## src/design/daily_event_schedule_table_macros.svh

```systemverilog
// Assertion macros for the daily event schedule table.
// Included by the top level; no other dependencies.
`ifndef DAILY_EVENT_SCHEDULE_TABLE_MACROS_SVH
`define DAILY_EVENT_SCHEDULE_TABLE_MACROS_SVH

`ifndef ASSERT_OFF

// Same-cycle implication, disabled during reset
`define DEST_ASSERT_IMPL(lbl, ck, rn, ante, cons) \
    lbl: assert property (@(posedge ck) disable iff (!rn) (ante) |-> (cons)) \
        else $error("schedule table assertion failed");

// Next-cycle implication, disabled during reset
`define DEST_ASSERT_NEXT(lbl, ck, rn, ante, cons) \
    lbl: assert property (@(posedge ck) disable iff (!rn) (ante) |=> (cons)) \
        else $error("schedule table assertion failed");

`else

`define DEST_ASSERT_IMPL(lbl, ck, rn, ante, cons)
`define DEST_ASSERT_NEXT(lbl, ck, rn, ante, cons)

`endif

`endif

```

## src/design/dest_pkg.sv

```systemverilog
// Shared types and constants for the daily event schedule table.
// No dependencies; imported by every module of the block.
`default_nettype none

package dest_pkg;

    localparam int ROOM_COUNT_DEF = 8;
    localparam int SLOTS_DEF      = 8;

    localparam int FUNCW  = 2;
    localparam int ROOMW  = 3;
    localparam int TW     = 17;
    localparam int SPW    = 8;
    localparam int HOURW  = 5;
    localparam int MINW   = 6;
    localparam int SECW   = 6;
    localparam int STATW  = 2;
    localparam int DW     = TW + 2;

    localparam int SEC_PER_HOUR = 3600;
    localparam int SEC_PER_MIN  = 60;
    localparam int DAY_SECONDS  = 86400;

    typedef enum logic [FUNCW-1:0] {
        FUNC_ADD,
        FUNC_REMOVE,
        FUNC_QUERY,
        FUNC_NOP
    } func_t;

    typedef enum logic [STATW-1:0] {
        STAT_OK,
        STAT_FULL,
        STAT_NOT_FOUND,
        STAT_EMPTY
    } status_t;

    typedef enum logic [3:0] {
        ST_IDLE,
        ST_DISPATCH,
        ST_ADD,
        ST_RM_SCAN,
        ST_RM_RD,
        ST_RM_WR,
        ST_Q_MIN,
        ST_Q_SCAN,
        ST_Q_WAIT,
        ST_DONE
    } state_t;

    typedef struct packed {
        status_t               status;
        logic [ROOMW-1:0]      room;
        logic [TW-1:0]         ev_time;
        logic signed [SPW-1:0] setpoint;
        logic [TW-1:0]         wait_s;
    } result_t;

endpackage

`default_nettype wire

```

## src/design/dest_store.sv

```systemverilog
// Event storage: one time and setpoint per slot, one write and one read port.
// Read data is registered. Depends on dest_pkg.
`default_nettype none

module dest_store
    import dest_pkg::*;
#(
    parameter int  DEPTH = ROOM_COUNT_DEF * SLOTS_DEF,
    localparam int AW    = (DEPTH > 1) ? $clog2(DEPTH) : 1
)
(
    input  wire logic                  clk,
    input  wire logic                  we,
    input  wire logic [AW-1:0]         waddr,
    input  wire logic [TW-1:0]         wtime,
    input  wire logic signed [SPW-1:0] wsp,
    input  wire logic [AW-1:0]         raddr,
    output logic [TW-1:0]              rtime,
    output logic signed [SPW-1:0]      rsp
);

    logic [TW-1:0]         time_mem [DEPTH];
    logic signed [SPW-1:0] sp_mem   [DEPTH];

    always_ff @(posedge clk)
    begin
        if (we)
        begin
            time_mem[waddr] <= wtime;
            sp_mem[waddr]   <= wsp;
        end
    end

    always_ff @(posedge clk)
    begin
        rtime <= time_mem[raddr];
        rsp   <= sp_mem[raddr];
    end

endmodule

`default_nettype wire

```

## src/design/dest_seq.sv

```systemverilog
// Sequencer and shared compare datapath: add, remove with gap close, query scan.
// Holds the per-room entry counts. Depends on dest_pkg; drives dest_store.
`default_nettype none

module dest_seq
    import dest_pkg::*;
#(
    parameter int  ROOM_COUNT     = ROOM_COUNT_DEF,
    parameter int  SLOTS_PER_ROOM = SLOTS_DEF,
    localparam int DEPTH          = ROOM_COUNT * SLOTS_PER_ROOM,
    localparam int AW             = (DEPTH > 1) ? $clog2(DEPTH) : 1
)
(
    input  wire logic                  clk,
    input  wire logic                  rst_n,
    input  wire logic                  start,
    input  wire logic [FUNCW-1:0]      func,
    input  wire logic [ROOMW-1:0]      room,
    input  wire logic [TW-1:0]         event_time,
    input  wire logic signed [SPW-1:0] setpoint,
    input  wire logic [HOURW-1:0]      now_hour,
    input  wire logic [MINW-1:0]       now_minute,
    input  wire logic [SECW-1:0]       now_second,
    output logic                       busy,
    output logic                       res_valid,
    output result_t                    res,
    output logic                       mem_we,
    output logic [AW-1:0]              mem_waddr,
    output logic [TW-1:0]              mem_wtime,
    output logic signed [SPW-1:0]      mem_wsp,
    output logic [AW-1:0]              mem_raddr,
    input  wire logic [TW-1:0]         mem_rtime,
    input  wire logic signed [SPW-1:0] mem_rsp
);

    localparam int RIW = (ROOM_COUNT > 1) ? $clog2(ROOM_COUNT) : 1;
    localparam int SIW = (SLOTS_PER_ROOM > 1) ? $clog2(SLOTS_PER_ROOM) : 1;
    localparam int CW  = $clog2(SLOTS_PER_ROOM + 1);
    localparam int RCW = $clog2(ROOM_COUNT + 1);

    localparam logic [CW-1:0]         SLOTS_C = CW'(SLOTS_PER_ROOM);
    localparam logic [RCW-1:0]        ROOMS_C = RCW'(ROOM_COUNT);
    localparam logic signed [DW-1:0]  DAY_C   = DW'(DAY_SECONDS);

    // control state
    state_t           state_reg, state_next;
    logic [CW-1:0]    count_reg [ROOM_COUNT];
    logic [CW-1:0]    count_next [ROOM_COUNT];
    logic             pend_valid_reg, pend_valid_next;

    // payload
    func_t                 func_reg, func_next;
    logic [RIW-1:0]        rm_idx_reg, rm_idx_next;
    logic                  rm_ok_reg, rm_ok_next;
    logic [TW-1:0]         time_in_reg, time_in_next;
    logic signed [SPW-1:0] sp_in_reg, sp_in_next;
    logic [HOURW-1:0]      hour_reg, hour_next;
    logic [MINW-1:0]       min_reg, min_next;
    logic [SECW-1:0]       sec_reg, sec_next;
    logic [TW-1:0]         now_reg, now_next;
    logic [RCW-1:0]        room_reg, room_next;
    logic [CW-1:0]         slot_reg, slot_next;
    logic [SIW-1:0]        pend_slot_reg, pend_slot_next;
    logic [RIW-1:0]        pend_room_reg, pend_room_next;
    logic                  have_any_reg, have_any_next;
    logic                  have_later_reg, have_later_next;
    logic [TW-1:0]         early_time_reg, early_time_next;
    logic signed [SPW-1:0] early_sp_reg, early_sp_next;
    logic [RIW-1:0]        early_room_reg, early_room_next;
    logic [TW-1:0]         later_time_reg, later_time_next;
    logic signed [SPW-1:0] later_sp_reg, later_sp_next;
    logic [RIW-1:0]        later_room_reg, later_room_next;
    status_t               status_reg, status_next;
    logic [ROOMW-1:0]      res_room_reg, res_room_next;
    logic [TW-1:0]         res_time_reg, res_time_next;
    logic signed [SPW-1:0] res_sp_reg, res_sp_next;
    logic signed [DW-1:0]  diff_reg, diff_next;
    logic                  q_ok_reg, q_ok_next;

    // shared compare unit and helpers
    logic [CW-1:0]         rm_cnt;
    logic [CW-1:0]         scan_cnt;
    logic                  scan_live;
    logic                  rm_issue;
    logic                  scan_issue;
    logic [CW:0]           slot_p1;
    logic                  rm_last;
    logic                  hit;
    logic                  lt_early;
    logic                  gt_now;
    logic                  lt_later;
    logic                  cnt_we;
    logic [CW-1:0]         cnt_val;
    logic signed [DW-1:0]  diff_adj;
    logic [TW-1:0]         wait_val;

    function automatic logic [AW-1:0] ent_addr(input logic [RIW-1:0] r,
                                               input logic [SIW-1:0] s);
        return AW'(int'(r) * SLOTS_PER_ROOM + int'(s));
    endfunction

    assign rm_cnt     = count_reg[rm_idx_reg];
    assign scan_live  = room_reg < ROOMS_C;
    assign scan_cnt   = scan_live ? count_reg[room_reg[RIW-1:0]] : '0;
    assign rm_issue   = slot_reg < rm_cnt;
    assign scan_issue = slot_reg < scan_cnt;
    assign slot_p1    = (CW+1)'(slot_reg) + (CW+1)'(1);
    assign rm_last    = !(slot_p1 < (CW+1)'(rm_cnt));

    assign hit      = pend_valid_reg && (mem_rtime == time_in_reg) && (mem_rsp == sp_in_reg);
    assign lt_early = mem_rtime < early_time_reg;
    assign gt_now   = mem_rtime > now_reg;
    assign lt_later = mem_rtime < later_time_reg;

    // wrap the wait into one day; saturate at zero if still negative
    assign diff_adj = diff_reg + DAY_C;
    always_comb
    begin
        if (diff_reg > 0)
            wait_val = diff_reg[TW-1:0];
        else if (diff_adj < 0)
            wait_val = '0;
        else
            wait_val = diff_adj[TW-1:0];
    end

    // next state
    always_comb
    begin
        state_next = state_reg;
        case (state_reg)
            ST_IDLE:
            begin
                if (start)
                    state_next = ST_DISPATCH;
            end
            ST_DISPATCH:
            begin
                case (func_reg)
                    FUNC_ADD:
                        state_next = (!rm_ok_reg || rm_cnt == SLOTS_C) ? ST_DONE : ST_ADD;
                    FUNC_REMOVE:
                        state_next = (!rm_ok_reg || rm_cnt == '0) ? ST_DONE : ST_RM_SCAN;
                    FUNC_QUERY:
                        state_next = ST_Q_MIN;
                    default:
                        state_next = ST_DONE;
                endcase
            end
            ST_ADD:
                state_next = ST_DONE;
            ST_RM_SCAN:
            begin
                if (hit)
                    state_next = ST_RM_RD;
                else if (!pend_valid_reg && !rm_issue)
                    state_next = ST_DONE;
            end
            ST_RM_RD:
                state_next = rm_last ? ST_DONE : ST_RM_WR;
            ST_RM_WR:
                state_next = ST_RM_RD;
            ST_Q_MIN:
                state_next = ST_Q_SCAN;
            ST_Q_SCAN:
            begin
                if (!scan_live && !pend_valid_reg)
                    state_next = ST_Q_WAIT;
            end
            ST_Q_WAIT:
                state_next = ST_DONE;
            ST_DONE:
                state_next = ST_IDLE;
            default:
                state_next = ST_IDLE;
        endcase
    end

    // memory and count controls
    always_comb
    begin
        mem_we    = 1'b0;
        mem_waddr = ent_addr(rm_idx_reg, slot_reg[SIW-1:0]);
        mem_wtime = time_in_reg;
        mem_wsp   = sp_in_reg;
        mem_raddr = ent_addr(rm_idx_reg, slot_reg[SIW-1:0]);
        cnt_we    = 1'b0;
        cnt_val   = rm_cnt;
        case (state_reg)
            ST_ADD:
            begin
                mem_we    = 1'b1;
                mem_waddr = ent_addr(rm_idx_reg, rm_cnt[SIW-1:0]);
                cnt_we    = 1'b1;
                cnt_val   = rm_cnt + CW'(1);
            end
            ST_RM_RD:
            begin
                mem_raddr = ent_addr(rm_idx_reg, slot_p1[SIW-1:0]);
                cnt_we    = rm_last;
                cnt_val   = rm_cnt - CW'(1);
            end
            ST_RM_WR:
            begin
                // close the gap: move the next entry down one slot
                mem_we    = 1'b1;
                mem_wtime = mem_rtime;
                mem_wsp   = mem_rsp;
            end
            ST_Q_SCAN:
                mem_raddr = ent_addr(room_reg[RIW-1:0], slot_reg[SIW-1:0]);
            default:
            begin
                mem_we = 1'b0;
            end
        endcase
    end

    always_comb
    begin
        count_next = count_reg;
        if (cnt_we)
            count_next[rm_idx_reg] = cnt_val;
    end

    // datapath
    always_comb
    begin
        func_next       = func_reg;
        rm_idx_next     = rm_idx_reg;
        rm_ok_next      = rm_ok_reg;
        time_in_next    = time_in_reg;
        sp_in_next      = sp_in_reg;
        hour_next       = hour_reg;
        min_next        = min_reg;
        sec_next        = sec_reg;
        now_next        = now_reg;
        room_next       = room_reg;
        slot_next       = slot_reg;
        pend_valid_next = pend_valid_reg;
        pend_slot_next  = pend_slot_reg;
        pend_room_next  = pend_room_reg;
        have_any_next   = have_any_reg;
        have_later_next = have_later_reg;
        early_time_next = early_time_reg;
        early_sp_next   = early_sp_reg;
        early_room_next = early_room_reg;
        later_time_next = later_time_reg;
        later_sp_next   = later_sp_reg;
        later_room_next = later_room_reg;
        status_next     = status_reg;
        res_room_next   = res_room_reg;
        res_time_next   = res_time_reg;
        res_sp_next     = res_sp_reg;
        diff_next       = diff_reg;
        q_ok_next       = q_ok_reg;
        case (state_reg)
            ST_IDLE:
            begin
                if (start)
                begin
                    func_next    = func_t'(func);
                    rm_idx_next  = RIW'(room);
                    rm_ok_next   = int'(room) < ROOM_COUNT;
                    time_in_next = event_time;
                    sp_in_next   = setpoint;
                    hour_next    = now_hour;
                    min_next     = now_minute;
                    sec_next     = now_second;
                end
            end
            ST_DISPATCH:
            begin
                q_ok_next       = 1'b0;
                slot_next       = '0;
                room_next       = '0;
                pend_valid_next = 1'b0;
                have_any_next   = 1'b0;
                have_later_next = 1'b0;
                now_next        = TW'(int'(hour_reg) * SEC_PER_HOUR);
                case (func_reg)
                    FUNC_ADD:
                        status_next = (!rm_ok_reg || rm_cnt == SLOTS_C) ? STAT_FULL : STAT_OK;
                    FUNC_REMOVE:
                    begin
                        if (rm_ok_reg && rm_cnt == '0)
                            status_next = STAT_OK;
                        else
                            status_next = STAT_NOT_FOUND;
                    end
                    default:
                        status_next = STAT_OK;
                endcase
            end
            ST_RM_SCAN:
            begin
                pend_valid_next = 1'b0;
                if (hit)
                begin
                    slot_next   = CW'(pend_slot_reg);
                    status_next = STAT_OK;
                end
                else if (rm_issue)
                begin
                    pend_valid_next = 1'b1;
                    pend_slot_next  = slot_reg[SIW-1:0];
                    slot_next       = slot_reg + CW'(1);
                end
            end
            ST_RM_WR:
                slot_next = slot_reg + CW'(1);
            ST_Q_MIN:
                now_next = now_reg + TW'(int'(min_reg) * SEC_PER_MIN) + TW'(sec_reg);
            ST_Q_SCAN:
            begin
                if (pend_valid_reg)
                begin
                    if (!have_any_reg || lt_early)
                    begin
                        have_any_next   = 1'b1;
                        early_time_next = mem_rtime;
                        early_sp_next   = mem_rsp;
                        early_room_next = pend_room_reg;
                    end
                    if (gt_now && (!have_later_reg || lt_later))
                    begin
                        have_later_next = 1'b1;
                        later_time_next = mem_rtime;
                        later_sp_next   = mem_rsp;
                        later_room_next = pend_room_reg;
                    end
                end
                pend_valid_next = 1'b0;
                if (scan_live)
                begin
                    if (scan_issue)
                    begin
                        pend_valid_next = 1'b1;
                        pend_slot_next  = slot_reg[SIW-1:0];
                        pend_room_next  = room_reg[RIW-1:0];
                        slot_next       = slot_reg + CW'(1);
                    end
                    else
                    begin
                        room_next = room_reg + RCW'(1);
                        slot_next = '0;
                    end
                end
            end
            ST_Q_WAIT:
            begin
                if (!have_any_reg)
                    status_next = STAT_EMPTY;
                else
                begin
                    status_next = STAT_OK;
                    q_ok_next   = 1'b1;
                    if (have_later_reg)
                    begin
                        res_room_next = ROOMW'(later_room_reg);
                        res_time_next = later_time_reg;
                        res_sp_next   = later_sp_reg;
                        diff_next     = $signed({2'b00, later_time_reg})
                                      - $signed({2'b00, now_reg});
                    end
                    else
                    begin
                        res_room_next = ROOMW'(early_room_reg);
                        res_time_next = early_time_reg;
                        res_sp_next   = early_sp_reg;
                        diff_next     = $signed({2'b00, early_time_reg})
                                      - $signed({2'b00, now_reg});
                    end
                end
            end
            default:
            begin
                q_ok_next = q_ok_reg;
            end
        endcase
    end

    always_ff @(posedge clk or negedge rst_n)
    begin
        if (!rst_n)
        begin
            state_reg      <= ST_IDLE;
            pend_valid_reg <= 1'b0;
            for (int i = 0; i < ROOM_COUNT; i++)
                count_reg[i] <= '0;
        end
        else
        begin
            state_reg      <= state_next;
            pend_valid_reg <= pend_valid_next;
            count_reg      <= count_next;
        end
    end

    always_ff @(posedge clk)
    begin
        func_reg       <= func_next;
        rm_idx_reg     <= rm_idx_next;
        rm_ok_reg      <= rm_ok_next;
        time_in_reg    <= time_in_next;
        sp_in_reg      <= sp_in_next;
        hour_reg       <= hour_next;
        min_reg        <= min_next;
        sec_reg        <= sec_next;
        now_reg        <= now_next;
        room_reg       <= room_next;
        slot_reg       <= slot_next;
        pend_slot_reg  <= pend_slot_next;
        pend_room_reg  <= pend_room_next;
        have_any_reg   <= have_any_next;
        have_later_reg <= have_later_next;
        early_time_reg <= early_time_next;
        early_sp_reg   <= early_sp_next;
        early_room_reg <= early_room_next;
        later_time_reg <= later_time_next;
        later_sp_reg   <= later_sp_next;
        later_room_reg <= later_room_next;
        status_reg     <= status_next;
        res_room_reg   <= res_room_next;
        res_time_reg   <= res_time_next;
        res_sp_reg     <= res_sp_next;
        diff_reg       <= diff_next;
        q_ok_reg       <= q_ok_next;
    end

    assign busy      = state_reg != ST_IDLE;
    assign res_valid = state_reg == ST_DONE;

    always_comb
    begin
        res.status   = status_reg;
        res.room     = q_ok_reg ? res_room_reg : '0;
        res.ev_time  = q_ok_reg ? res_time_reg : '0;
        res.setpoint = q_ok_reg ? res_sp_reg : '0;
        res.wait_s   = q_ok_reg ? wait_val : '0;
    end

endmodule

`default_nettype wire

```

## src/design/daily_event_schedule_table.sv

```systemverilog
// Top level of the daily event schedule table: sequencer, event storage and
// the registered result stage. Depends on dest_pkg, dest_seq, dest_store.
//
//   channel   handshake           fields
//   request   start / busy        func, room, event_time, setpoint,
//                                 now_hour, now_minute, now_second
//   result    done (1 cycle)      status, next_room, next_time,
//                                 next_setpoint, wait_seconds
//
// Add: dispatch, then the entry write with the count update, then done. No-op,
// add to a full room and remove from an empty room: dispatch, then done.
// Remove: scan of the room at one entry per cycle, then each later entry is
// read and written one slot down to close the gap. Query: the entries are read one
// per cycle, room by room, through the single compare unit and storage read port.
// Reset clears the entry counts at once; no clearing pass. busy is high from
// the cycle after a request until done; results cannot be held off.
`default_nettype none
`include "daily_event_schedule_table_macros.svh"

module daily_event_schedule_table
    import dest_pkg::*;
#(
    parameter int ROOM_COUNT     = ROOM_COUNT_DEF,
    parameter int SLOTS_PER_ROOM = SLOTS_DEF
)
(
    input  wire logic                  clk,
    input  wire logic                  rst_n,
    input  wire logic                  start,
    output logic                       busy,
    input  wire logic [FUNCW-1:0]      func,
    input  wire logic [ROOMW-1:0]      room,
    input  wire logic [TW-1:0]         event_time,
    input  wire logic signed [SPW-1:0] setpoint,
    input  wire logic [HOURW-1:0]      now_hour,
    input  wire logic [MINW-1:0]       now_minute,
    input  wire logic [SECW-1:0]       now_second,
    output logic                       done,
    output logic [STATW-1:0]           status,
    output logic [ROOMW-1:0]           next_room,
    output logic [TW-1:0]              next_time,
    output logic signed [SPW-1:0]      next_setpoint,
    output logic [TW-1:0]              wait_seconds
);

    localparam int DEPTH = ROOM_COUNT * SLOTS_PER_ROOM;
    localparam int AW    = (DEPTH > 1) ? $clog2(DEPTH) : 1;

    logic                  res_valid;
    result_t               res;
    logic                  mem_we;
    logic [AW-1:0]         mem_waddr;
    logic [TW-1:0]         mem_wtime;
    logic signed [SPW-1:0] mem_wsp;
    logic [AW-1:0]         mem_raddr;
    logic [TW-1:0]         mem_rtime;
    logic signed [SPW-1:0] mem_rsp;

    logic                  done_reg, done_next;
    result_t               out_reg, out_next;

    dest_seq #(
        .ROOM_COUNT     (ROOM_COUNT),
        .SLOTS_PER_ROOM (SLOTS_PER_ROOM)
    ) u_seq (
        .clk        (clk),
        .rst_n      (rst_n),
        .start      (start),
        .func       (func),
        .room       (room),
        .event_time (event_time),
        .setpoint   (setpoint),
        .now_hour   (now_hour),
        .now_minute (now_minute),
        .now_second (now_second),
        .busy       (busy),
        .res_valid  (res_valid),
        .res        (res),
        .mem_we     (mem_we),
        .mem_waddr  (mem_waddr),
        .mem_wtime  (mem_wtime),
        .mem_wsp    (mem_wsp),
        .mem_raddr  (mem_raddr),
        .mem_rtime  (mem_rtime),
        .mem_rsp    (mem_rsp)
    );

    dest_store #(
        .DEPTH (DEPTH)
    ) u_store (
        .clk   (clk),
        .we    (mem_we),
        .waddr (mem_waddr),
        .wtime (mem_wtime),
        .wsp   (mem_wsp),
        .raddr (mem_raddr),
        .rtime (mem_rtime),
        .rsp   (mem_rsp)
    );

    // pulse done for exactly one cycle; the result fields hold until the next result
    assign done_next = res_valid;
    assign out_next  = res_valid ? res : out_reg;

    always_ff @(posedge clk or negedge rst_n)
    begin
        if (!rst_n)
            done_reg <= 1'b0;
        else
            done_reg <= done_next;
    end

    always_ff @(posedge clk)
    begin
        out_reg <= out_next;
    end

    assign done          = done_reg;
    assign status        = out_reg.status;
    assign next_room     = out_reg.room;
    assign next_time     = out_reg.ev_time;
    assign next_setpoint = out_reg.setpoint;
    assign wait_seconds  = out_reg.wait_s;

    `DEST_ASSERT_NEXT(a_accept_busy, clk, rst_n, start && !busy, busy)
    `DEST_ASSERT_NEXT(a_done_pulse, clk, rst_n, done, !done)
    `DEST_ASSERT_IMPL(a_empty_zero, clk, rst_n, done && status == STAT_EMPTY, wait_seconds == '0 && next_time == '0)
    `DEST_ASSERT_IMPL(a_full_zero, clk, rst_n, done && status == STAT_FULL, wait_seconds == '0 && next_time == '0)

endmodule

`default_nettype wire
```

## config.mk

```make
export PLATFORM = sky130hd
export DESIGN_NAME = daily_event_schedule_table
export DESIGN_NICKNAME = d
export VERILOG_FILES = /design/src/design/dest_pkg.sv /design/src/design/dest_store.sv /design/src/design/dest_seq.sv /design/src/design/daily_event_schedule_table.sv
export VERILOG_INCLUDE_DIRS = /design/src /design/src/design
export SDC_FILE = /design/constraint.sdc
export NUM_CORES = 2
export LEC_CHECK = 0
export ABC_AREA = 1
export CELL_PAD_IN_SITES_DETAIL_PLACEMENT = 0
export CELL_PAD_IN_SITES_GLOBAL_PLACEMENT = 2
export CORE_AREA = 2 2 473 428
export CTS_CLUSTER_DIAMETER = 80
export DETAILED_ROUTE_END_ITERATION = 6
export DIE_AREA = 0 0 475 430
export DONT_BUFFER_PORTS = 1
export PLACE_DENSITY = 0.76
export SLEW_MARGIN = 10
export SYNTH_ARGS = -nofsm -noshare
export SYNTH_HDL_FRONTEND = slang
export SYNTH_SLANG_ARGS = --single-unit
```

## constraint.sdc

```tcl
create_clock -name clk -period 5.8 [get_ports clk]
set_clock_uncertainty 0.15 [all_clocks]
set_input_delay 0.29 -clock clk [delete_from_list [all_inputs] [get_ports clk]]
set_output_delay 0.29 -clock clk [all_outputs]
set_load 0.02 [all_outputs]
```

**After elaboration in Yosys (flattened, before gate mapping)**

Memories as Yosys holds them, arrays and structs flattened. A register that Yosys moved wholly into a read port is not among the register bits.
Cells that the tools add are included.
Widths: inputs -> output; s select.

- Memory bits (writable): 1600
- Bits of input ports: 50
- Memories kept: 2
- Bits in registers: 271
- Output and inout bits: 49
- Logic and storage cells: 209

- Reductions and logical operators: 40
- Equal/unequal tests: 28
- Mux-type cells: 67
- Bitwise logic cells: 2
- Add/sub/neg operators: 14
- $lt $le $gt $ge: 12
- Multiply operators: 2

Memory list:

| name | words | width | rd ports | clocked after memory_dff | write ports | line | source |
|---|---|---|---|---|---|---|---|
| u_store.time_mem | 64 | 17 | 1 | 1 | 1 | dest_store.sv:22 | `logic [TW-1:0] time_mem [DEPTH];` |
| u_store.sp_mem | 64 | 8 | 1 | 1 | 1 | dest_store.sv:23 | `logic signed [SPW-1:0] sp_mem [DEPTH];` |

Operator list:

| cell | number |
|---|---|
| $mux 4 | 19 |
| $mux 17 | 4 |
| $sub 17x17->18 | 2 |
| $lt 17x17->1 | 2 |
| $pmux 17 s2 | 1 |
| $bwmux 32 | 1 |
| $pmux 4 s8 | 1 |
| $add 6x3->6 | 4 |
| $bmux 4 s3 | 2 |
| $reduce_and 3->1 | 8 |
| $add 19x18->19 const B | 1 |
| $gt 19x1->1 const B | 1 |
| $lt 19x1->1 const B | 1 |
| $mux 19 | 1 |
| $ne 2x1->1 const B | 9 |
| $add 17x17->17 | 1 |
| $add 17x6->17 | 1 |
| $eq 17x17->1 | 1 |
| $gt 17x17->1 | 1 |
| $eq 4x3->1 const B | 4 |
| $mux 8 | 2 |
| $pmux 4 s2 | 2 |
| $pmux 4 s4 | 1 |
| $mux 3 | 5 |
| other kinds (41) | 90 |

**Longest topological paths before layout**

- Depth in word-level cells: 10
- Depth in mapped cells: 26
- Mapped depth without buffers: 26

**Hierarchy**

Synthesis repeated with hierarchy kept, for this count alone.

- Cell total of the unflattened synthesis: 7200
- Area total of the unflattened synthesis: 81812.2 um^2

By module, submodules not included:

| module | area an instance (um^2) | instances | cells an instance | seq. area each (um^2) |
|---|---|---|---|---|
| dest_store | 65711.8 | 1 | 5446 | 48546.6 |
| dest_seq | 14664.1 | 1 | 1706 | 6481.2 |
| daily_event_schedule_table | 1436.4 | 1 | 48 | 1436.4 |

**Least setup slack after synthesis**

Ideal clock, no wire load.

- Path kind: reg2reg
- Start point: register u_seq.state_reg[3]
- End point: memory u_store.time_mem[0][1] (data pin)
- Path buffers: 1
- Setup slack: 1226 ps
- Setup time: 702 ps
- Cell stages (with the launch flop): 7
- Clock period less this slack: 4574 ps
- Required time: 4948 ps
- Arrival time: 3722 ps
- Cell sequence: dfrtp_1 > inv_2 > nand2_4 > nor2_1 > inv_1 > clkbuf_1 > o21ai_0

- Word-level cells in the longest chain between the ends: 2

Ends and longest elaborated chain:

| what | line | source |
|---|---|---|
| from (decl) | dest_seq.sv:46 | `state_t state_reg, state_next;` |
| from (signal assigned) | dest_seq.sv:394 | `state_reg <= state_next;` |
| $eq 4x3->1 | dest_seq.sv:189 | `case (state_reg)` |
| $mux 17 | dest_seq.sv:189 |  |
| via mem_wtime[1] | daily_event_schedule_table.sv:53 | `logic [TW-1:0] mem_wtime;` |
| to (decl) | dest_store.sv:22 |  |

The timed path passes the listed nets, and every way through them passes these cells.

**Worst setup path after layout**

- Start point: register u_seq.min_reg[3]
- End point: register u_seq.now_reg[14] (data pin)

- Word-level cells in the longest chain between the ends: 4

Ends and longest elaborated chain:

| what | line | source |
|---|---|---|
| from (decl) | dest_seq.sv:58 | `logic [MINW-1:0] min_reg, min_next;` |
| from (signal assigned) | dest_seq.sv:408 | `min_reg <= min_next;` |
| $mul 6x4->10 | dest_seq.sv:313 | `now_next = now_reg + TW'(int'(min_reg) * SEC_PER_MIN) + TW'(sec_reg);` |
| $add 17x17->17 | dest_seq.sv:313 |  |
| $add 17x6->17 | dest_seq.sv:313 |  |
| $pmux 17 s2 | dest_seq.sv:257 | `case (state_reg)` |
| via u_seq.now_next[14] | dest_seq.sv:60 | `logic [TW-1:0] now_reg, now_next;` |
| to (signal assigned) | dest_seq.sv:410 | `now_reg <= now_next;` |
| to (decl) | dest_seq.sv:60 |  |

The timed path passes the listed nets, and every way through them passes these cells.
A chain may end at the register's enable or synchronous reset.

==> metrics <==
status=complete, no violations; Leak=40.7 nW; Worst Hold Path Cells=5; post-CTS sizing=0; crit-path leading delay family=adder cells; setup TNS=0 ns; Final Setup Violations=0; post-DP HPWL=148000 µm; Initial Utilization=0.428; kind of critical path=reg2reg; Final Util=0.484; MaxCap Viol Count=0; Final Cycle Share=0.823; P_sw=21.5 mW; Gate Count Post-Synth=8344; syn_area_per_cell=10.2 µm²; Flop pwr share=0.350; Switching Share=0.424; DRC Markers=0; Final Hold Fails=0; Pwr Total=50.7 mW; worst path bufs/invs=2; vias in the first global route=54300; most used cell, CP=nand2_1; Net Count, Synth=8544; sequential share of the synthesized area=0.661; met1 Usage GRT=0.367; clock buffer depth=3; drt wl/cell=22.8 µm; Critical Path AT=5.23 ns; gr busiest metal=met2; Area Overhead vs Synth=13.1%; CTS Buf Count=206; largest net degree at the start of global routing=134; vias per cell=5.07; biggest cell delay along the critical path=0.50 ns; RSZ-0062 raised after global routing=false; H-tree lvl count=4; Post-synth ARST share=0.0201; total die area=0.204 mm²; Worst Hold Margin=0.200 ns; max FFs per register=1088; CTS Root Cell=clkbuf_16; 1st-iter DRT viols=5691; clock insertion delay at the later pin of the skew report=0.86 ns; initial antenna violation count=7; Critical Path Start Type=flop; GRT Total Usage=0.252; Pre-antenna DRT Iters=5; f_max=210 MHz; Yosys cell types=49; combinational share of power=0.405; CTS tree=done; Worst-Margin Slew=1.26 ns; Crit path depth=23; first-pass GRT wire length=376000 µm; Worst R2R Path Depth=23; peak supply drop=500 µV; Crit-path slowest cell=fa_1; I/O pin count=99; Seq cells post-synth=1895; Post-synth EDFFs=1832; Power Dens Cells=524 mW/mm²; Pint=29.2 mW; area of the mapped netlist=0.0855 mm²; M2 GR Usage=0.389; Clock Power Share=0.245; Pins Over Slew Limit=0; Slew headroom=0.159; Die Wd=475 µm; predominant post-synthesis flop cell=edfxtp_1; Vert. Die Dim=430 µm; hold crit path type=in2reg; R2R setup slack=1.03 ns; Worst EP required=6.26 ns; IO Port Bufs=0; Congestion Overflow GR=0; Antenna Nets Post-Route=0; Setup crit end kind=flop; min Tclk post-route=4.77 ns; GP Congestion=0.833; Clock Sinks=1895; share of post-route cells with drive strength above 1=0.0703; DRT Wirelength=258000 µm; crit path cell chain=inv_1 > fa_1 > fa_1 > inv_1 > ha_1 > a21oi_1 > nand2_1 > a21o_1 > nand2_1 > nand2_1 > a21oi_1 > nor2_1 > o21bai_1 > nand2_1 > ha_1 > ha_1 > nand2_1 > nor4_1 > nand2_1 > nand2_1 > a21oi_1 > o21ai_0 > nand2_1; via count=57400; final net count=8654; floorplan row count=156; crit path max fanout=5; Core Area=0.200 mm²; Yosys Warn Count=0; GR Util met3=0.0436; clk slew on worst S/H paths=0.06 ns
==> layout by cell type, fill, tap and decap left out, drive strengths merged, types with 22 or more instances in the layout <==
cell type,count
xor2,30
buf,182
ha,131
o21ai,142
o211ai,37
edfxtp,1832
nand2,2249
clkinv,87
nor3,22
dlygate4sd3,97
inv,1607
clkbuf,271
nand3,1491
a21oi,80
dfxtp,25
dfrtp,38
nor2,184
==> tightest hold or removal path, cell delays in order <==
cell and delay [ns]:
dlygate4sd3_1 0.57, o21ai_0 0.10, inv_1 0.07, nand3_1 0.08, nand2_1 0.06
==> path summary, 6_finish.rpt <==
check                                                   start                         endpoint
min in group asynchronous                               rst_n                   done$_DFF_PN0_
worst max register to register     u_seq.min_reg[3]$_DFFE_PP_      u_seq.now_reg[14]$_DFFE_PP_
max in group asynchronous                               rst_n  u_seq.count_reg[23]$_DFFE_PN0P_
worst max-delay path               u_seq.min_reg[3]$_DFFE_PP_      u_seq.now_reg[14]$_DFFE_PP_
worst min register to register  u_seq.status_reg[1]$_DFFE_PP_              status[1]$_DFFE_PP_
worst min-delay path                                    start   u_seq.state_reg[0]$_DFFE_PN0P_
==> layer usage <==
metal  vias to the layer above  routed length, µm
li1                      27500                  -
met1                     27900             118000
met2                      1650             116000
met3                       343              16900
met4                         0               6360
met5                         -                  0
==> power by group through the flow <==
stage | registers [mW] | logic (mW) | clock network [mW]
after floorplan | 17.7 | 12.6 | 0
after global placement | 18.0 | 20.4 | 0
after detailed placement | 18.0 | 20.5 | 0
after CTS | 17.7 | 20.6 | 12.6
after global routing | 17.8 | 22.6 | 13.2
final | 17.7 | 20.5 | 12.4
==> stage by stage <==
step / cell area (µm²) / setup slack (ns) / instances
2_1_floorplan: 85500 / 1.23 / 8344
3_3_place_gp: 89300 / 0.903 / 10800
3_5_place_dp: 89300 / 0.964 / 10800
4_1_cts: 96600 / 0.968 / 11300
5_1_grt: 96600 / 0.547 / 11300
6_report: 96600 / 1.03 / 11300
==> logic make-up after synthesis <==
family / Yosys count / share of synthesized area
flops: 1895 / 0.661
xor+xnor: 49 / 0.00502
fa+ha+maj: 150 / 0.0236
compound gates: 295 / 0.0197
mux: 11 / 0.00145
buf+inv: 1976 / 0.0913
simple gates: 3968 / 0.198
==> layout make-up <==
| class | instances | area (µm²) |
|---|---|---|
| inverter | 1599 | 6010 |
| antenna | 5 | 12.5 |
| fill | 18100 | 103000 |
| sequential | 1895 | 56500 |
| clock buffer | 271 | 5490 |
| tap | 2686 | 3360 |
| multi-input combinational | 4473 | 21800 |
| timing repair buffer | 279 | 2700 |
| clock inverter | 103 | 801 |
==> cell usage after synthesis (9+ instances only) <==
cell / count / area, µm²
fa_1: 19 / 380
edfxtp_1: 1832 / 55000
nand3_1: 1490 / 7460
dfrtp_1: 38 / 951
o211ai_1: 37 / 278
nand2_1: 2235 / 8390
nand4_1: 13 / 81.3
o21ai_0: 134 / 671
nand2_2: 12 / 75.1
ha_1: 131 / 1640
a21oi_1: 76 / 380
inv_2: 9 / 33.8
mux2_2: 11 / 124
dfxtp_1: 25 / 500
nor3_1: 21 / 105
nor2_1: 179 / 672
buf_2: 283 / 1420
inv_1: 1589 / 5960
clkbuf_1: 73 / 274
xor2_1: 30 / 263
xnor2_1: 19 / 166
buf_1: 14 / 52.6
==> timing repair <==
item                                    4_1_cts  5_1_grt
endpoints found under the hold margin       134        0
hold buffers                                 99        0
setup buffers                                 0        0
endpoints found under the setup margin        0        0
Note: power is estimated with default switching activity, not from simulation.
